**src/hw/rtl/calendar_datetime_add_unit_macros.svh**
```systemverilog
// assertion macros shared by the calendar date-time adder modules
`ifndef CALENDAR_DATETIME_ADD_UNIT_MACROS_SVH
`define CALENDAR_DATETIME_ADD_UNIT_MACROS_SVH

// same-cycle implication, disabled during reset
`define CAD_ASSERT_NOW(label, clk, rst, ante, cons) \
   label: assert property (@(posedge clk) disable iff (rst) (ante) |-> (cons)) \
      else $error("cad assertion failed");

// next-cycle implication, disabled during reset
`define CAD_ASSERT_NEXT(label, clk, rst, ante, cons) \
   label: assert property (@(posedge clk) disable iff (rst) (ante) |=> (cons)) \
      else $error("cad assertion failed");

`endif

```
**src/hw/rtl/cad_pkg.sv**
```systemverilog
// types, constants and helper functions for the calendar date-time adder
package cad_pkg;

   localparam int YEAR_W   = 14;
   localparam int MONTH_W  = 4;
   localparam int DATE_W   = 5;
   localparam int HOUR_W   = 5;
   localparam int MINUTE_W = 6;
   localparam int SECOND_W = 6;
   localparam int AYEARS_W = 8;
   localparam int AMONTH_W = 8;
   localparam int ADAYS_W  = 10;
   localparam int AHOURS_W = 10;
   localparam int AMINS_W  = 12;
   localparam int ASECS_W  = 12;

   localparam int REQ_DATA_W = 104;
   localparam int RSP_DATA_W = 40;

   // working widths
   localparam int TMP_W   = 14;
   localparam int QUO_W   = 7;
   localparam int REM_W   = 9;
   localparam int DSUM_W  = 11;
   localparam int RECIP_W = 13;
   localparam int PROD_W  = TMP_W + RECIP_W;
   localparam int RECIP_SHIFT = 16;

   localparam int SECS_PER_MIN   = 60;
   localparam int HOURS_PER_DAY  = 24;
   localparam int MONTHS_PER_YR  = 12;
   localparam int LEAP_CYCLE     = 400;
   localparam int CENTURY        = 100;
   localparam int YEAR_MAX       = (1 << YEAR_W) - 1;

   typedef logic [2:0] cad_dst_type;
   localparam cad_dst_type DST_SEC   = 3'd0;
   localparam cad_dst_type DST_MIN   = 3'd1;
   localparam cad_dst_type DST_HOUR  = 3'd2;
   localparam cad_dst_type DST_YEAR  = 3'd3;
   localparam cad_dst_type DST_MONTH = 3'd4;

   typedef struct packed {
      logic        load;
      logic        div_q;
      logic        div_r;
      logic        walk;
      logic        out_load;
      cad_dst_type dst;
   } cad_cmd_type;

   typedef struct packed {
      logic walk_done;
   } cad_status_type;

   typedef struct packed {
      logic [3:0]          pad;
      logic [ASECS_W-1:0]  add_seconds;
      logic [AMINS_W-1:0]  add_minutes;
      logic [AHOURS_W-1:0] add_hours;
      logic [ADAYS_W-1:0]  add_days;
      logic [AMONTH_W-1:0] add_months;
      logic [AYEARS_W-1:0] add_years;
      logic [SECOND_W-1:0] start_second;
      logic [MINUTE_W-1:0] start_minute;
      logic [HOUR_W-1:0]   start_hour;
      logic [DATE_W-1:0]   start_date;
      logic [MONTH_W-1:0]  start_month;
      logic [YEAR_W-1:0]   start_year;
   } cad_req_type;

   typedef struct packed {
      logic [SECOND_W-1:0] new_second;
      logic [MINUTE_W-1:0] new_minute;
      logic [HOUR_W-1:0]   new_hour;
      logic [DATE_W-1:0]   new_date;
      logic [MONTH_W-1:0]  new_month;
      logic [YEAR_W-1:0]   new_year;
   } cad_rsp_type;

   // divisor for each carry step
   function automatic logic [REM_W-1:0] div_const(input cad_dst_type dst);
      logic [REM_W-1:0] d;
      unique case (dst)
         DST_SEC, DST_MIN: d = REM_W'(SECS_PER_MIN);
         DST_HOUR:         d = REM_W'(HOURS_PER_DAY);
         DST_YEAR:         d = REM_W'(LEAP_CYCLE);
         DST_MONTH:        d = REM_W'(MONTHS_PER_YR);
         default:          d = REM_W'(SECS_PER_MIN);
      endcase
      return d;
   endfunction

   // floor(2^16 / divisor), quotient estimate is low by at most one
   function automatic logic [RECIP_W-1:0] div_recip(input cad_dst_type dst);
      logic [RECIP_W-1:0] m;
      unique case (dst)
         DST_SEC, DST_MIN: m = RECIP_W'((1 << RECIP_SHIFT) / SECS_PER_MIN);
         DST_HOUR:         m = RECIP_W'((1 << RECIP_SHIFT) / HOURS_PER_DAY);
         DST_YEAR:         m = RECIP_W'((1 << RECIP_SHIFT) / LEAP_CYCLE);
         DST_MONTH:        m = RECIP_W'((1 << RECIP_SHIFT) / MONTHS_PER_YR);
         default:          m = RECIP_W'((1 << RECIP_SHIFT) / SECS_PER_MIN);
      endcase
      return m;
   endfunction

   function automatic logic [DATE_W-1:0] month_days(input logic [MONTH_W-1:0] month,
                                                    input logic leap);
      logic [DATE_W-1:0] n;
      unique case (month)
         4'd2:                   n = leap ? DATE_W'(29) : DATE_W'(28);
         4'd4, 4'd6, 4'd9, 4'd11: n = DATE_W'(30);
         default:                n = DATE_W'(31);
      endcase
      return n;
   endfunction

endpackage

```
**src/hw/rtl/cad_ctrl.sv**
```systemverilog
// sequencer for the carry, day-walk and month-add steps plus output valid
module cad_ctrl (
   input  logic                    clock,
   input  logic                    reset,
   input  logic                    req_tvalid,
   output logic                    req_tready,
   output logic                    rsp_tvalid,
   input  logic                    rsp_tready,
   output cad_pkg::cad_cmd_type    cmd,
   input  cad_pkg::cad_status_type status
);
   import cad_pkg::*;
   `include "calendar_datetime_add_unit_macros.svh"

   localparam logic [3:0] ST_IDLE  = 4'd0;
   localparam logic [3:0] ST_SEC_Q = 4'd1;
   localparam logic [3:0] ST_SEC_R = 4'd2;
   localparam logic [3:0] ST_MIN_Q = 4'd3;
   localparam logic [3:0] ST_MIN_R = 4'd4;
   localparam logic [3:0] ST_HR_Q  = 4'd5;
   localparam logic [3:0] ST_HR_R  = 4'd6;
   localparam logic [3:0] ST_YR_Q  = 4'd7;
   localparam logic [3:0] ST_YR_R  = 4'd8;
   localparam logic [3:0] ST_WALK  = 4'd9;
   localparam logic [3:0] ST_MON_Q = 4'd10;
   localparam logic [3:0] ST_MON_R = 4'd11;
   localparam logic [3:0] ST_DONE  = 4'd12;

   logic [3:0] state_ff, state_in;
   logic       rsp_valid_ff, rsp_valid_in;
   logic       accept;
   logic       out_free;

   assign req_tready = (state_ff == ST_IDLE);
   assign accept     = req_tvalid && req_tready;
   assign out_free   = !rsp_valid_ff || rsp_tready;
   assign rsp_tvalid = rsp_valid_ff;

   always_comb begin
      state_in = state_ff;
      cmd      = '0;
      cmd.dst  = DST_SEC;
      unique case (state_ff)
         ST_IDLE: begin
            cmd.load = accept;
            if (accept) state_in = ST_SEC_Q;
         end
         ST_SEC_Q: begin cmd.div_q = 1'b1; cmd.dst = DST_SEC;   state_in = ST_SEC_R; end
         ST_SEC_R: begin cmd.div_r = 1'b1; cmd.dst = DST_SEC;   state_in = ST_MIN_Q; end
         ST_MIN_Q: begin cmd.div_q = 1'b1; cmd.dst = DST_MIN;   state_in = ST_MIN_R; end
         ST_MIN_R: begin cmd.div_r = 1'b1; cmd.dst = DST_MIN;   state_in = ST_HR_Q;  end
         ST_HR_Q:  begin cmd.div_q = 1'b1; cmd.dst = DST_HOUR;  state_in = ST_HR_R;  end
         ST_HR_R:  begin cmd.div_r = 1'b1; cmd.dst = DST_HOUR;  state_in = ST_YR_Q;  end
         ST_YR_Q:  begin cmd.div_q = 1'b1; cmd.dst = DST_YEAR;  state_in = ST_YR_R;  end
         ST_YR_R:  begin cmd.div_r = 1'b1; cmd.dst = DST_YEAR;  state_in = ST_WALK;  end
         ST_WALK: begin
            cmd.walk = 1'b1;
            if (status.walk_done) state_in = ST_MON_Q;
         end
         ST_MON_Q: begin cmd.div_q = 1'b1; cmd.dst = DST_MONTH; state_in = ST_MON_R; end
         ST_MON_R: begin cmd.div_r = 1'b1; cmd.dst = DST_MONTH; state_in = ST_DONE;  end
         ST_DONE: begin
            cmd.out_load = out_free;
            if (out_free) state_in = ST_IDLE;
         end
         default: state_in = ST_IDLE;
      endcase
   end

   always_comb begin
      rsp_valid_in = rsp_valid_ff;
      priority if (cmd.out_load) rsp_valid_in = 1'b1;
      else if (rsp_tready)       rsp_valid_in = 1'b0;
      else                       rsp_valid_in = rsp_valid_ff;
   end

   always_ff @(posedge clock) begin
      if (reset) begin
         state_ff     <= ST_IDLE;
         rsp_valid_ff <= 1'b0;
      end else begin
         state_ff     <= state_in;
         rsp_valid_ff <= rsp_valid_in;
      end
   end

   `CAD_ASSERT_NOW(a_out_load_free, clock, reset, cmd.out_load, !rsp_valid_ff || rsp_tready)
   `CAD_ASSERT_NEXT(a_accept_starts, clock, reset, req_tvalid && req_tready, state_ff == ST_SEC_Q)
   `CAD_ASSERT_NEXT(a_walk_holds, clock, reset, state_ff == ST_WALK && !status.walk_done, state_ff == ST_WALK)

endmodule

```
**src/hw/rtl/cad_dp.sv**
```systemverilog
// datapath: field registers, shared reciprocal divider, day walk and output register
module cad_dp (
   input  logic                                 clock,
   input  logic                                 reset,
   input  logic [cad_pkg::REQ_DATA_W-1:0]       req_tdata,
   input  cad_pkg::cad_cmd_type                 cmd,
   output cad_pkg::cad_status_type              status,
   output logic [cad_pkg::RSP_DATA_W-1:0]       rsp_tdata
);
   import cad_pkg::*;
   `include "calendar_datetime_add_unit_macros.svh"

   cad_req_type req_beat;

   logic [YEAR_W-1:0]   year_ff, year_in;
   logic [MONTH_W-1:0]  month_ff, month_in;
   logic [DSUM_W-1:0]   date_ff, date_in;
   logic [HOUR_W-1:0]   hour_ff, hour_in;
   logic [MINUTE_W-1:0] minute_ff, minute_in;
   logic [SECOND_W-1:0] second_ff, second_in;
   logic [AYEARS_W-1:0] a_years_ff, a_years_in;
   logic [AMONTH_W-1:0] a_months_ff, a_months_in;
   logic [ADAYS_W-1:0]  a_days_ff, a_days_in;
   logic [AHOURS_W-1:0] a_hours_ff, a_hours_in;
   logic [AMINS_W-1:0]  a_minutes_ff, a_minutes_in;
   logic [REM_W-1:0]    r400_ff, r400_in;
   logic [TMP_W-1:0]    t_ff, t_in;
   logic [QUO_W-1:0]    q_ff, q_in;
   cad_rsp_type         rsp_ff, rsp_in;

   logic [RECIP_W-1:0]  recip;
   logic [REM_W-1:0]    divisor;
   logic [PROD_W-1:0]   prod;
   logic [15:0]         qd;
   logic [TMP_W-1:0]    r_raw;
   logic [REM_W-1:0]    r_fix;
   logic [QUO_W-1:0]    q_fix;
   logic                leap;
   logic [DATE_W-1:0]   mlen;
   logic                walk_done;
   logic [MONTH_W-1:0]  start_month_sat;

   assign req_beat = req_tdata;

   assign recip   = div_recip(cmd.dst);
   assign divisor = div_const(cmd.dst);
   assign prod    = PROD_W'(t_ff) * PROD_W'(recip);
   assign qd      = 16'(q_ff) * 16'(divisor);
   assign r_raw   = t_ff - qd[TMP_W-1:0];

   always_comb begin
      if (r_raw >= TMP_W'(divisor)) begin
         r_fix = REM_W'(r_raw - TMP_W'(divisor));
         q_fix = q_ff + QUO_W'(1);
      end else begin
         r_fix = REM_W'(r_raw);
         q_fix = q_ff;
      end
   end

   assign leap = (r400_ff[1:0] == 2'd0) && (r400_ff != REM_W'(CENTURY))
              && (r400_ff != REM_W'(2 * CENTURY)) && (r400_ff != REM_W'(3 * CENTURY));
   assign mlen      = month_days(month_ff, leap);
   assign walk_done = (date_ff <= DSUM_W'(mlen));
   assign status.walk_done = walk_done;

   always_comb begin
      priority if (req_beat.start_month == '0)
         start_month_sat = MONTH_W'(1);
      else if (req_beat.start_month > MONTH_W'(MONTHS_PER_YR))
         start_month_sat = MONTH_W'(MONTHS_PER_YR);
      else
         start_month_sat = req_beat.start_month;
   end

   always_comb begin
      year_in      = year_ff;
      month_in     = month_ff;
      date_in      = date_ff;
      hour_in      = hour_ff;
      minute_in    = minute_ff;
      second_in    = second_ff;
      a_years_in   = a_years_ff;
      a_months_in  = a_months_ff;
      a_days_in    = a_days_ff;
      a_hours_in   = a_hours_ff;
      a_minutes_in = a_minutes_ff;
      r400_in      = r400_ff;
      t_in         = t_ff;
      q_in         = q_ff;
      rsp_in       = rsp_ff;

      if (cmd.load) begin
         year_in      = req_beat.start_year;
         month_in     = start_month_sat;
         date_in      = DSUM_W'(req_beat.start_date);
         hour_in      = req_beat.start_hour;
         minute_in    = req_beat.start_minute;
         a_years_in   = req_beat.add_years;
         a_months_in  = req_beat.add_months;
         a_days_in    = req_beat.add_days;
         a_hours_in   = req_beat.add_hours;
         a_minutes_in = req_beat.add_minutes;
         t_in = TMP_W'(req_beat.start_second) + TMP_W'(req_beat.add_seconds);
      end

      if (cmd.div_q) q_in = prod[RECIP_SHIFT +: QUO_W];

      if (cmd.div_r) begin
         unique case (cmd.dst)
            DST_SEC: begin
               second_in = SECOND_W'(r_fix);
               t_in = TMP_W'(minute_ff) + TMP_W'(a_minutes_ff) + TMP_W'(q_fix);
            end
            DST_MIN: begin
               minute_in = MINUTE_W'(r_fix);
               t_in = TMP_W'(hour_ff) + TMP_W'(a_hours_ff) + TMP_W'(q_fix);
            end
            DST_HOUR: begin
               hour_in = HOUR_W'(r_fix);
               date_in = date_ff + DSUM_W'(a_days_ff) + DSUM_W'(q_fix);
               t_in    = year_ff;
            end
            DST_YEAR: r400_in = r_fix;
            DST_MONTH: begin
               month_in = MONTH_W'(r_fix) + MONTH_W'(1);
               year_in  = year_ff + YEAR_W'(q_fix) + YEAR_W'(a_years_ff);
            end
            default: q_in = q_ff;
         endcase
      end

      if (cmd.walk) begin
         if (!walk_done) begin
            date_in = date_ff - DSUM_W'(mlen);
            if (month_ff == MONTH_W'(MONTHS_PER_YR)) begin
               month_in = MONTH_W'(1);
               year_in  = year_ff + YEAR_W'(1);
               if (year_ff == YEAR_W'(YEAR_MAX) || r400_ff == REM_W'(LEAP_CYCLE - 1))
                  r400_in = '0;
               else
                  r400_in = r400_ff + REM_W'(1);
            end else begin
               month_in = month_ff + MONTH_W'(1);
            end
         end else begin
            t_in = TMP_W'(month_ff) - TMP_W'(1) + TMP_W'(a_months_ff);
         end
      end

      if (cmd.out_load) begin
         rsp_in.new_year   = year_ff;
         rsp_in.new_month  = month_ff;
         rsp_in.new_date   = DATE_W'(date_ff);
         rsp_in.new_hour   = hour_ff;
         rsp_in.new_minute = minute_ff;
         rsp_in.new_second = second_ff;
      end
   end

   always_ff @(posedge clock) begin
      year_ff      <= year_in;
      month_ff     <= month_in;
      date_ff      <= date_in;
      hour_ff      <= hour_in;
      minute_ff    <= minute_in;
      second_ff    <= second_in;
      a_years_ff   <= a_years_in;
      a_months_ff  <= a_months_in;
      a_days_ff    <= a_days_in;
      a_hours_ff   <= a_hours_in;
      a_minutes_ff <= a_minutes_in;
      r400_ff      <= r400_in;
      t_ff         <= t_in;
      q_ff         <= q_in;
      rsp_ff       <= rsp_in;
   end

   assign rsp_tdata = rsp_ff;

   `CAD_ASSERT_NOW(a_walk_month_ok, clock, reset, cmd.walk, month_ff >= 4'd1 && month_ff <= 4'd12)
   `CAD_ASSERT_NOW(a_walk_date_fits, clock, reset, cmd.walk && walk_done, date_ff <= 11'd31)
   `CAD_ASSERT_NEXT(a_r400_range, clock, reset, cmd.div_r && cmd.dst == DST_YEAR, r400_ff <= 9'd399)

endmodule

```
**src/hw/rtl/calendar_datetime_add_unit.sv**
```systemverilog
// top level of the calendar date-time adder: controller plus datapath
// a request beat is taken only in idle; the sequencer then runs the second, minute, hour and year
//   divide steps, the day walk (0 to 36 months, one month per cycle), the month divide steps
//   and a done state that waits for a free output register before rsp_tvalid is raised;
//   a finished result waits in the output register while the next request is taken
// reset: synchronous active-high reset clears the sequencer state and the output valid
module calendar_datetime_add_unit (
   input  logic                              clock,
   input  logic                              reset,
   input  logic                              req_tvalid,
   output logic                              req_tready,
   // start_year, start_month, start_date, start_hour, start_minute, start_second,
   // add_years, add_months, add_days, add_hours, add_minutes, add_seconds, 4 zero bits
   input  logic [cad_pkg::REQ_DATA_W-1:0]    req_tdata,
   output logic                              rsp_tvalid,
   input  logic                              rsp_tready,
   // new_year, new_month, new_date, new_hour, new_minute, new_second
   output logic [cad_pkg::RSP_DATA_W-1:0]    rsp_tdata
);
   import cad_pkg::*;

   cad_cmd_type    cmd;
   cad_status_type status;

   cad_ctrl u_ctrl (
      .clock      (clock),
      .reset      (reset),
      .req_tvalid (req_tvalid),
      .req_tready (req_tready),
      .rsp_tvalid (rsp_tvalid),
      .rsp_tready (rsp_tready),
      .cmd        (cmd),
      .status     (status)
   );

   cad_dp u_dp (
      .clock     (clock),
      .reset     (reset),
      .req_tdata (req_tdata),
      .cmd       (cmd),
      .status    (status),
      .rsp_tdata (rsp_tdata)
   );

endmodule
```
**config.mk**
```make
export PLATFORM = sky130hd
export DESIGN_NAME = calendar_datetime_add_unit
export DESIGN_NICKNAME = d
export VERILOG_FILES = /design/src/hw/rtl/cad_pkg.sv /design/src/hw/rtl/cad_ctrl.sv /design/src/hw/rtl/cad_dp.sv /design/src/hw/rtl/calendar_datetime_add_unit.sv
export VERILOG_INCLUDE_DIRS = /design/src /design/src/hw/rtl
export SDC_FILE = /design/constraint.sdc
export NUM_CORES = 1
export LEC_CHECK = 0
export ABC_AREA = 1
export BUFFER_PORTS_ARGS = -buffer_cell sky130_fd_sc_hd__buf_2
export CELL_PAD_IN_SITES_DETAIL_PLACEMENT = 1
export CELL_PAD_IN_SITES_GLOBAL_PLACEMENT = 1
export CORE_MARGIN = 2
export CORE_UTILIZATION = 42
export CTS_BUF_LIST = sky130_fd_sc_hd__clkbuf_8 sky130_fd_sc_hd__clkbuf_16
export DETAILED_ROUTE_END_ITERATION = 10
export PLACE_DENSITY_LB_ADDON = 0.1
export SYNTH_ARGS = -nofsm -noshare
export SYNTH_HDL_FRONTEND = slang
export SYNTH_SLANG_ARGS = --single-unit
```
**constraint.sdc**
```tcl
create_clock -name clock -period 7.8 [get_ports clock]
set_input_delay 2.34 -clock clock [delete_from_list [all_inputs] [get_ports clock]]
set_output_delay 2.34 -clock clock [all_outputs]
set_load 0.1 [all_outputs]
```
==> results_dict.tcl, run 1 <==
set metrics [dict create \
    cts_tree "built" \
    synth_cells 2115 \
    grt_pass1_vias 16400 \
    crit_family "adder cells" \
    synthSimpleGateAreaFrac 0.171 \
    synth_edf_count 101 \
    hold_path_class "reg -> reg" \
    grt_use_total 0.265 \
    wire_per_inst_um 19.7 \
    hpwl_um 46600 \
    fin_crit_ns 7.56 \
    criticalPathCategory "reg -> reg" \
    slew_headroom 0.177 \
    cts_htree_levels 4 \
    die_area_um2 43200 \
    synth_area_per_cell_um2 8.25 \
    finalSetupTns_ns 0 \
    synth_top_family_by_area "adder cells" \
    grt_max_degree 48 \
    fin_area_um2 20800 \
    holdWs_ns 0.424 \
    vias 15300 \
    ys_ff_latch 169 \
    path_max_fanout 7 \
    nets 2814 \
    crit_required_ns 8.11 \
    syn-num-nets 2563 \
    drt_iter0_drc 631 \
    cts_root_buffer "clkbuf_16" \
    crit_slowest_cell "fa_1" \
    row_count 74 \
    gp_congestion 0.915 \
    place_area_um2 19400 \
    setup_violations 0 \
    viasPerCell 5.25 \
    regArea_um2 4400 \
    area_growth_pct 19.2 \
    ios 150 \
    syn_area_um2 17500 \
    fmax_mhz 132 \
    final_antenna_net_count 0 \
    die_h_um 208 \
    maxCapViolCount 0 \
    grt-ovfl-total 0 \
    cpPeakStageDelay_ns 0.57 \
    cpMostUsedCell "nor2_1" \
    ys_warn_count 0 \
    end_kind "flip-flop" \
    status "completed" \
    port_buffers 145 \
    synth-async-reset-ratio 0 \
    muxShareOfSynthArea 0 \
    cts_buffer_depth 2 \
    fin_skew_ns 0.0113 \
    coreArea_um2 40900 \
    worstSetupStartpointType "flip-flop" \
    routed_wl_um 57400 \
    synth_fa_ha_area_frac 0.318 \
    drv_slew 0 \
    drt_first_pass_iters 5 \
    numCtsBuffers 17 \
    synth_cell_types 55 \
    ys_seq_area_frac 0.252 \
    die_x_um 208 \
    worst_pin_slew_ns 1.23 \
    start_util 0.427 \
    postCtsHoldBufs 0 \
    post-route-period-util 0.969 \
    crit_buf_inv 12 \
    antenna_found_initial 6 \
    rsz0062_at_grt "true" \
    drive_gt1_frac 0.186 \
    synth_top_flop_cell "edfxtp_1" \
    insertion_delay_ns 0.47 \
    multi_input_area_um2 11700 \
    clk_pin_slew_worst_paths_ns 0.08 \
    grt_pass1_wl_um 88800 \
    nFillCells 4905 \
    synth_xor_area_frac 0.0441 \
    clock-sinks 169 \
    crit_arrival_ns 7.87 \
    synth-compound-area-share 0.107 \
    hold_violations 0 \
    drc_errors 0 \
]
final cells by class:
type                    count  share of cell area
well taps                 532              0.0320
flip-flops and latches    169               0.212
repair buffers            276              0.0848
diodes                      4            0.000481
multi-input cells        1448               0.562
inverters                 454              0.0824
clock buffers              18              0.0211
clock inverters            14             0.00571
layout by cell type, fill, tap and decap left out, types with 27 or more instances in the layout:
cell type / instances
a21oi_1: 90
a31oi_1: 27
buf_2: 145
buf_4: 123
dfxtp_1: 64
edfxtp_1: 101
fa_1: 171
ha_1: 150
inv_1: 426
nand2_1: 299
nand3_1: 90
nor2_1: 210
o21ai_0: 95
xor2_1: 65
state kept, by name, summed over array words and instances (netlist names), 6 cells and up:
signal	flops
u_dp.q_ff	7
u_dp.a_minutes_ff	12
u_dp.r400_ff	9
u_dp.a_years_ff	8
u_dp.a_days_ff	10
u_dp.rsp_tdata	40
u_dp.minute_ff	6
u_dp.a_hours_ff	10
u_dp.t_ff	14
u_dp.second_ff	6
u_dp.a_months_ff	8
u_dp.year_ff	14
u_dp.date_ff	11
timing repair:
item                                    4_1_cts  5_1_grt
resized for setup                            26      103
buffers inserted                             10       20
endpoints found under the setup margin       16       18
endpoints found under the hold margin         0        0
cloned                                        0        1
pin swaps                                     7       66
per-stage QoR:
| stage | instances | util | setup WS [ns] |
|---|---|---|---|
| global placement | 2849 | 0.475 | -0.122 |
| CTS | 2891 | 0.493 | 0.0100 |
| floorplan | 2115 | - | 0.0757 |
| detailed placement | 2849 | 0.475 | -0.416 |
| global route | 2911 | 0.508 | -0.180 |
| finish | 2915 | 0.508 | 0.241 |
logic make-up (layout without fill, tap and decap cells):
logic type / count (synthesis) / in the layout
adder cells (fa/ha/maj): 340 / 340
buffers and inverters: 498 / 762
XOR/XNOR: 88 / 88
AO/OA/AOI/OAI: 318 / 318
AND/OR/NAND/NOR: 702 / 702
flip-flops: 169 / 169
other: 0 / 4
layer usage:
metal  global-route usage  share of wire  vias up
li1                     -              -     7260
met1                0.338           0.43     7639
met2                0.453           0.49      326
met3               0.0431          0.045       82
met4               0.0971          0.033        4
met5                    0        0.00044        -
path summary, 6_finish.rpt:
kind,startpoint,endpoint,slack [ns],depth (start not counted)
hold reg to reg,u_dp.second_ff[3],u_dp.rsp_tdata[37],0.42,0
hold / removal,u_dp.second_ff[3],u_dp.rsp_tdata[37],0.42,0
setup reg to reg,u_ctrl.state_ff[2],u_dp.date_ff[10],0.24,47
setup / recovery,u_ctrl.state_ff[2],u_dp.date_ff[10],0.24,47
cells in the mapped netlist, types with 11 or more instances:
| cell | number | area [µm²] |
|---|---|---|
| a31oi_1 | 28 | 175 |
| o21bai_1 | 11 | 82.6 |
| dfxtp_1 | 68 | 1360 |
| ha_1 | 166 | 2080 |
| nand2_1 | 303 | 1140 |
| a21oi_1 | 103 | 515 |
| clkbuf_1 | 40 | 150 |
| nor3_1 | 27 | 135 |
| nand2_2 | 12 | 75.1 |
| inv_1 | 442 | 1660 |
| nor2_1 | 223 | 837 |
| xor2_1 | 67 | 587 |
| nand3_1 | 96 | 480 |
| edfxtp_1 | 101 | 3030 |
| o21ai_0 | 100 | 500 |
| o211ai_1 | 21 | 158 |
| nand4_1 | 16 | 100 |
| fa_1 | 174 | 3480 |
| xnor2_1 | 21 | 184 |
worst reg2reg max path: cells and delay by family, from the launching register on:
family | cells | cell delay [ns]
buffers and inverters | 12 | 1.01
AO/OA/AOI/OAI | 2 | 0.11
flip-flops | 1 | 0.37
adder cells (fa/ha/maj) | 7 | 3.06
AND/OR/NAND/NOR | 25 | 2.73
XOR/XNOR | 1 | 0.14
Power of run 1 is not shown: default switching activity piles up to over one toggle a cycle in this logic, so the estimate is an artifact.
==> inputs of run 2 (changes only) <==
Settings changed: CELL_PAD_IN_SITES_DETAIL_PLACEMENT 1 to 0.
==> results_dict.tcl, run 2 (same netlist as run 1, synthesis figures left out) <==
set metrics [dict create \
    status "completed" \
    drt_iter0_drc 805 \
    hold_violations 0 \
    grt_pass1_wl_um 81200 \
    grt_pass1_vias 14700 \
    cts_tree "built" \
    wire_per_inst_um 18.0 \
    rr_worst_depth 49 \
    grt_use_total 0.244 \
    clock-sinks 169 \
    die_h_um 208 \
    end_kind "flip-flop" \
    ios 150 \
    place_ws_ns -0.234 \
    area_growth_pct 19.1 \
    gp_congestion 0.915 \
    viasPerCell 5.05 \
    hold_path_class "reg -> reg" \
    hp-start "u_dp.second_ff[3]" \
    fin_skew_ns 0.0104 \
    place_area_um2 19400 \
    grt-ovfl-total 0 \
    fin_ws_ns 0.263 \
    fmax_mhz 133 \
    crit_required_ns 8.10 \
    die_area_um2 43200 \
    drv_slew 0 \
    maxCapViolCount 0 \
    postCtsHoldBufs 0 \
    layout_commonest_cell "inv_1" \
    cts_buffer_depth 2 \
    drive_gt1_frac 0.185 \
    rsz0062_at_grt "true" \
    final_antenna_net_count 0 \
    slew_headroom 0.163 \
    final_cell_mix "429 x inv_1, 296 x nand2_1, 210 x nor2_1" \
    setup.worst_path.start "u_ctrl.state_ff[3]" \
    hpwl_um 42600 \
    row_count 74 \
    vias 14700 \
    cts_htree_levels 4 \
    antenna_found_initial 4 \
    reg2reg_from "u_ctrl.state_ff[3]" \
    worst_pin_slew_ns 1.25 \
    drc_errors 0 \
    cts_root_buffer "clkbuf_16" \
    routed_wl_um 52200 \
    die_x_um 208 \
    criticalPathCategory "reg -> reg" \
    cpPeakStageDelay_ns 0.56 \
    nets 2808 \
    fin_crit_ns 7.54 \
    numCtsBuffers 17 \
    crit_slowest_cell "fa_1" \
    clk_pin_slew_worst_paths_ns 0.07 \
    drt_first_pass_iters 6 \
    largest_reg_flops 40 \
    coreArea_um2 40900 \
    path_max_fanout 8 \
    cpMostUsedCell "nor2_1" \
    crit_arrival_ns 7.84 \
    start_util 0.427 \
    setup_violations 0 \
    hold-path-cell-count 0 \
    insertion_delay_ns 0.46 \
    grt_max_degree 48 \
    port_buffers 145 \
    post-route-period-util 0.966 \
    worstSetupStartpointType "flip-flop" \
    fin_area_um2 20800 \
]
run 2: through the flow:
step	TNS, ns	hold slack [ns]	util	instances
after global placement	-0.779	0.411	0.475	2849
after CTS	0	0.423	0.489	2881
after global routing	-0.349	0.435	0.508	2905
after detailed placement	-1.57	0.407	0.475	2849
final	0	0.423	0.508	2906
after floorplan	0	0.400	-	2115
run 2: metal layers:
metal,global-route usage,routed length (µm),up-vias
met1,0.324,23300,6967
met2,0.391,24200,353
met3,0.0520,2900,82
met5,0,33,-
li1,-,-,7254
met4,0.0907,1810,6
run 2: repair_timing:
item	CTS	global route
resized for setup	10	128
cloned	0	1
setup buffers	0	23
endpoints found under the setup margin	12	18
pin swaps	0	71
run 2: critical path: cells and delay by family (launching register included):
| kind | cells | cell delay, ns |
|---|---|---|
| fa+ha+maj | 8 | 3.09 |
| simple gates | 22 | 2.21 |
| buf+inv | 14 | 1.16 |
| flops | 1 | 0.34 |
| xor+xnor | 2 | 0.31 |
| compound gates | 3 | 0.26 |
run 2: path summary, 6_finish.rpt:
kind / to / slack, ns
worst min-delay path: u_dp.rsp_tdata[37] / 0.42
worst max-delay path: u_dp.date_ff[10] / 0.26
worst min register to register: u_dp.rsp_tdata[37] / 0.42
worst max register to register: u_dp.date_ff[10] / 0.26
run 2: area by class of cell:
type	count	area (µm²)
Fill cell	4064	20100
Multi-Input combinational cell	1448	11700
Sequential cell	169	4400
Timing Repair Buffer	270	1720
Inverter	454	1710
Tap cell	532	666
Clock buffer	18	439
Clock inverter	14	124
Antenna cell	1	2.50
Power of run 2 is left out for the same reason.
==> inputs of run 3 (changes only) <==
Settings changed: MAX_ROUTING_LAYER set to met4.
==> results_dict.tcl, run 3 (same netlist as run 1, synthesis figures left out) <==
set metrics [dict create \
    grt_max_degree 47 \
    maxCapViolCount 0 \
    area_growth_pct 19.0 \
    drc_errors 0 \
    wire_per_inst_um 17.8 \
    crit_end "u_dp.date_ff[10]" \
    ios 150 \
    fin_crit_ns 7.43 \
    drt_iter0_drc 690 \
    clk_pin_slew_worst_paths_ns 0.07 \
    die_area_um2 43200 \
    status "completed" \
    antenna_found_initial 3 \
    drive_gt1_frac 0.183 \
    crit_slowest_cell "fa_2" \
    grt_use_total 0.249 \
    nets 2810 \
    layout_commonest_cell "inv_1" \
    crit_required_ns 8.11 \
    cts_buffer_depth 2 \
    fin_skew_ns 0.00863 \
    reg2reg_to "u_dp.date_ff[10]" \
    grt_pass1_wl_um 80200 \
    insertion_delay_ns 0.46 \
    setup.worst_path.start "u_ctrl.state_ff[3]" \
    grt_pass1_vias 14600 \
    viasPerCell 5.03 \
    hold_violations 0 \
    vias 14600 \
    fin_cells 2909 \
    dp.cells 2853 \
    regToRegSetupSlack_ns 0.37 \
    fmax_mhz 135 \
    end_kind "flip-flop" \
    met2_wirelength_um 24300 \
    post-route-util 0.508 \
    setup_violations 0 \
    post-route-period-util 0.953 \
    slew_headroom 0.193 \
    rsz0062_at_grt "true" \
    cts_root_buffer "clkbuf_16" \
    hpwl_um 42400 \
    die_x_um 208 \
    nFillCells 4011 \
    cpPeakStageDelay_ns 0.56 \
    row_count 74 \
    wl_met1_um 23600 \
    rr_worst_depth 51 \
    grt-ovfl-total 0 \
    final_cell_mix "429 x inv_1, 295 x nand2_1, 210 x nor2_1" \
    clock-sinks 169 \
    coreArea_um2 40900 \
    drt_first_pass_iters 7 \
    drv_slew 0 \
    worstSetupStartpointType "flip-flop" \
    die_h_um 208 \
    largest_reg_flops 40 \
    crit_arrival_ns 7.74 \
    finalSetupTns_ns 0 \
    start_util 0.427 \
    path_max_fanout 5 \
    reg2reg_from "u_ctrl.state_ff[3]" \
    criticalPathCategory "reg -> reg" \
    cts_tree "built" \
    final_antenna_net_count 0 \
    gp_congestion 0.917 \
    maxUsedRoutingLayer "met4" \
    routed_wl_um 51700 \
    cts_htree_levels 4 \
    numCtsBuffers 17 \
    wl_met3_um 2600 \
    cpMostUsedCell "nor2_1" \
    port_buffers 145 \
    hold_path_class "reg -> reg" \
    worst_pin_slew_ns 1.21 \
]
-- run 3: cell count changes in the layout (fill, tap and decap cells not counted), moves of 3 or more --
cell	previous run	this run
ha_1	146	151
a21oi_1	89	93
buf_4	116	119
ha_2	4	1
o21ai_0	92	95
o21ai_1	9	6
-- run 3: worst max-delay path, delay by kind of cell, from the launching register on --
family / cells / cell delay, ns
xor+xnor: 1 / 0.08
buf+inv: 13 / 1.04
fa+ha+maj: 7 / 3.03
compound gates: 2 / 0.11
simple gates: 28 / 2.64
flops: 1 / 0.33
-- run 3: worst min path at each step --
stage / from / endpoint / slack [ns] / cells after the start
2_1_floorplan: u_dp.second_ff[0] / u_dp.rsp_tdata[34] / 0.40 / 0
5_1_grt: u_dp.second_ff[0] / u_dp.rsp_tdata[34] / 0.43 / 0
3_5_place_dp: u_dp.second_ff[3] / u_dp.rsp_tdata[37] / 0.41 / 0
4_1_cts: u_dp.second_ff[0] / u_dp.rsp_tdata[34] / 0.42 / 0
3_3_place_gp: u_dp.second_ff[3] / u_dp.rsp_tdata[37] / 0.41 / 0
6_report: u_dp.second_ff[0] / u_dp.rsp_tdata[34] / 0.42 / 0
-- run 3: routing by layer --
| metal | up-vias | global-route usage |
|---|---|---|
| li1 | 7254 | - |
| met4 | 0 | 0.0709 |
| met1 | 6991 | 0.324 |
| met5 | - | - |
| met2 | 320 | 0.398 |
| met3 | 63 | 0.0445 |
-- run 3: metrics by stage --
step           instance area (µm²)  setup WS [ns]  hold slack [ns]
2_1_floorplan                17500         0.0757            0.400
3_3_place_gp                 19500         -0.148            0.409
3_5_place_dp                 19500         -0.264            0.415
4_1_cts                      20100        -0.0491            0.422
5_1_grt                      20800         -0.119            0.426
6_report                     20800          0.369            0.422
-- run 3: what timing repair did --
item / in CTS / in global routing
resized for setup: 11 / 109
setup endpoints to repair: 11 / 18
buffers inserted: 0 / 21
pin swaps: 2 / 51
gates cloned: 0 / 1
hold buffers: 0 / 0
-- run 3: final cells by class --
| class | count | area (µm²) | share of cell area |
|---|---|---|---|
| multi-input cells | 1448 | 11600 | 0.560 |
| inverters | 454 | 1720 | 0.0826 |
| flip-flops and latches | 169 | 4400 | 0.212 |
| clock buffers | 18 | 439 | 0.0211 |
| repair buffers | 272 | 1730 | 0.0833 |
| clock inverters | 14 | 183 | 0.00879 |
| well taps | 532 | 666 | 0.0320 |
| diodes | 2 | 5.00 | 0.000241 |
Power of run 3 is left out for the same reason.
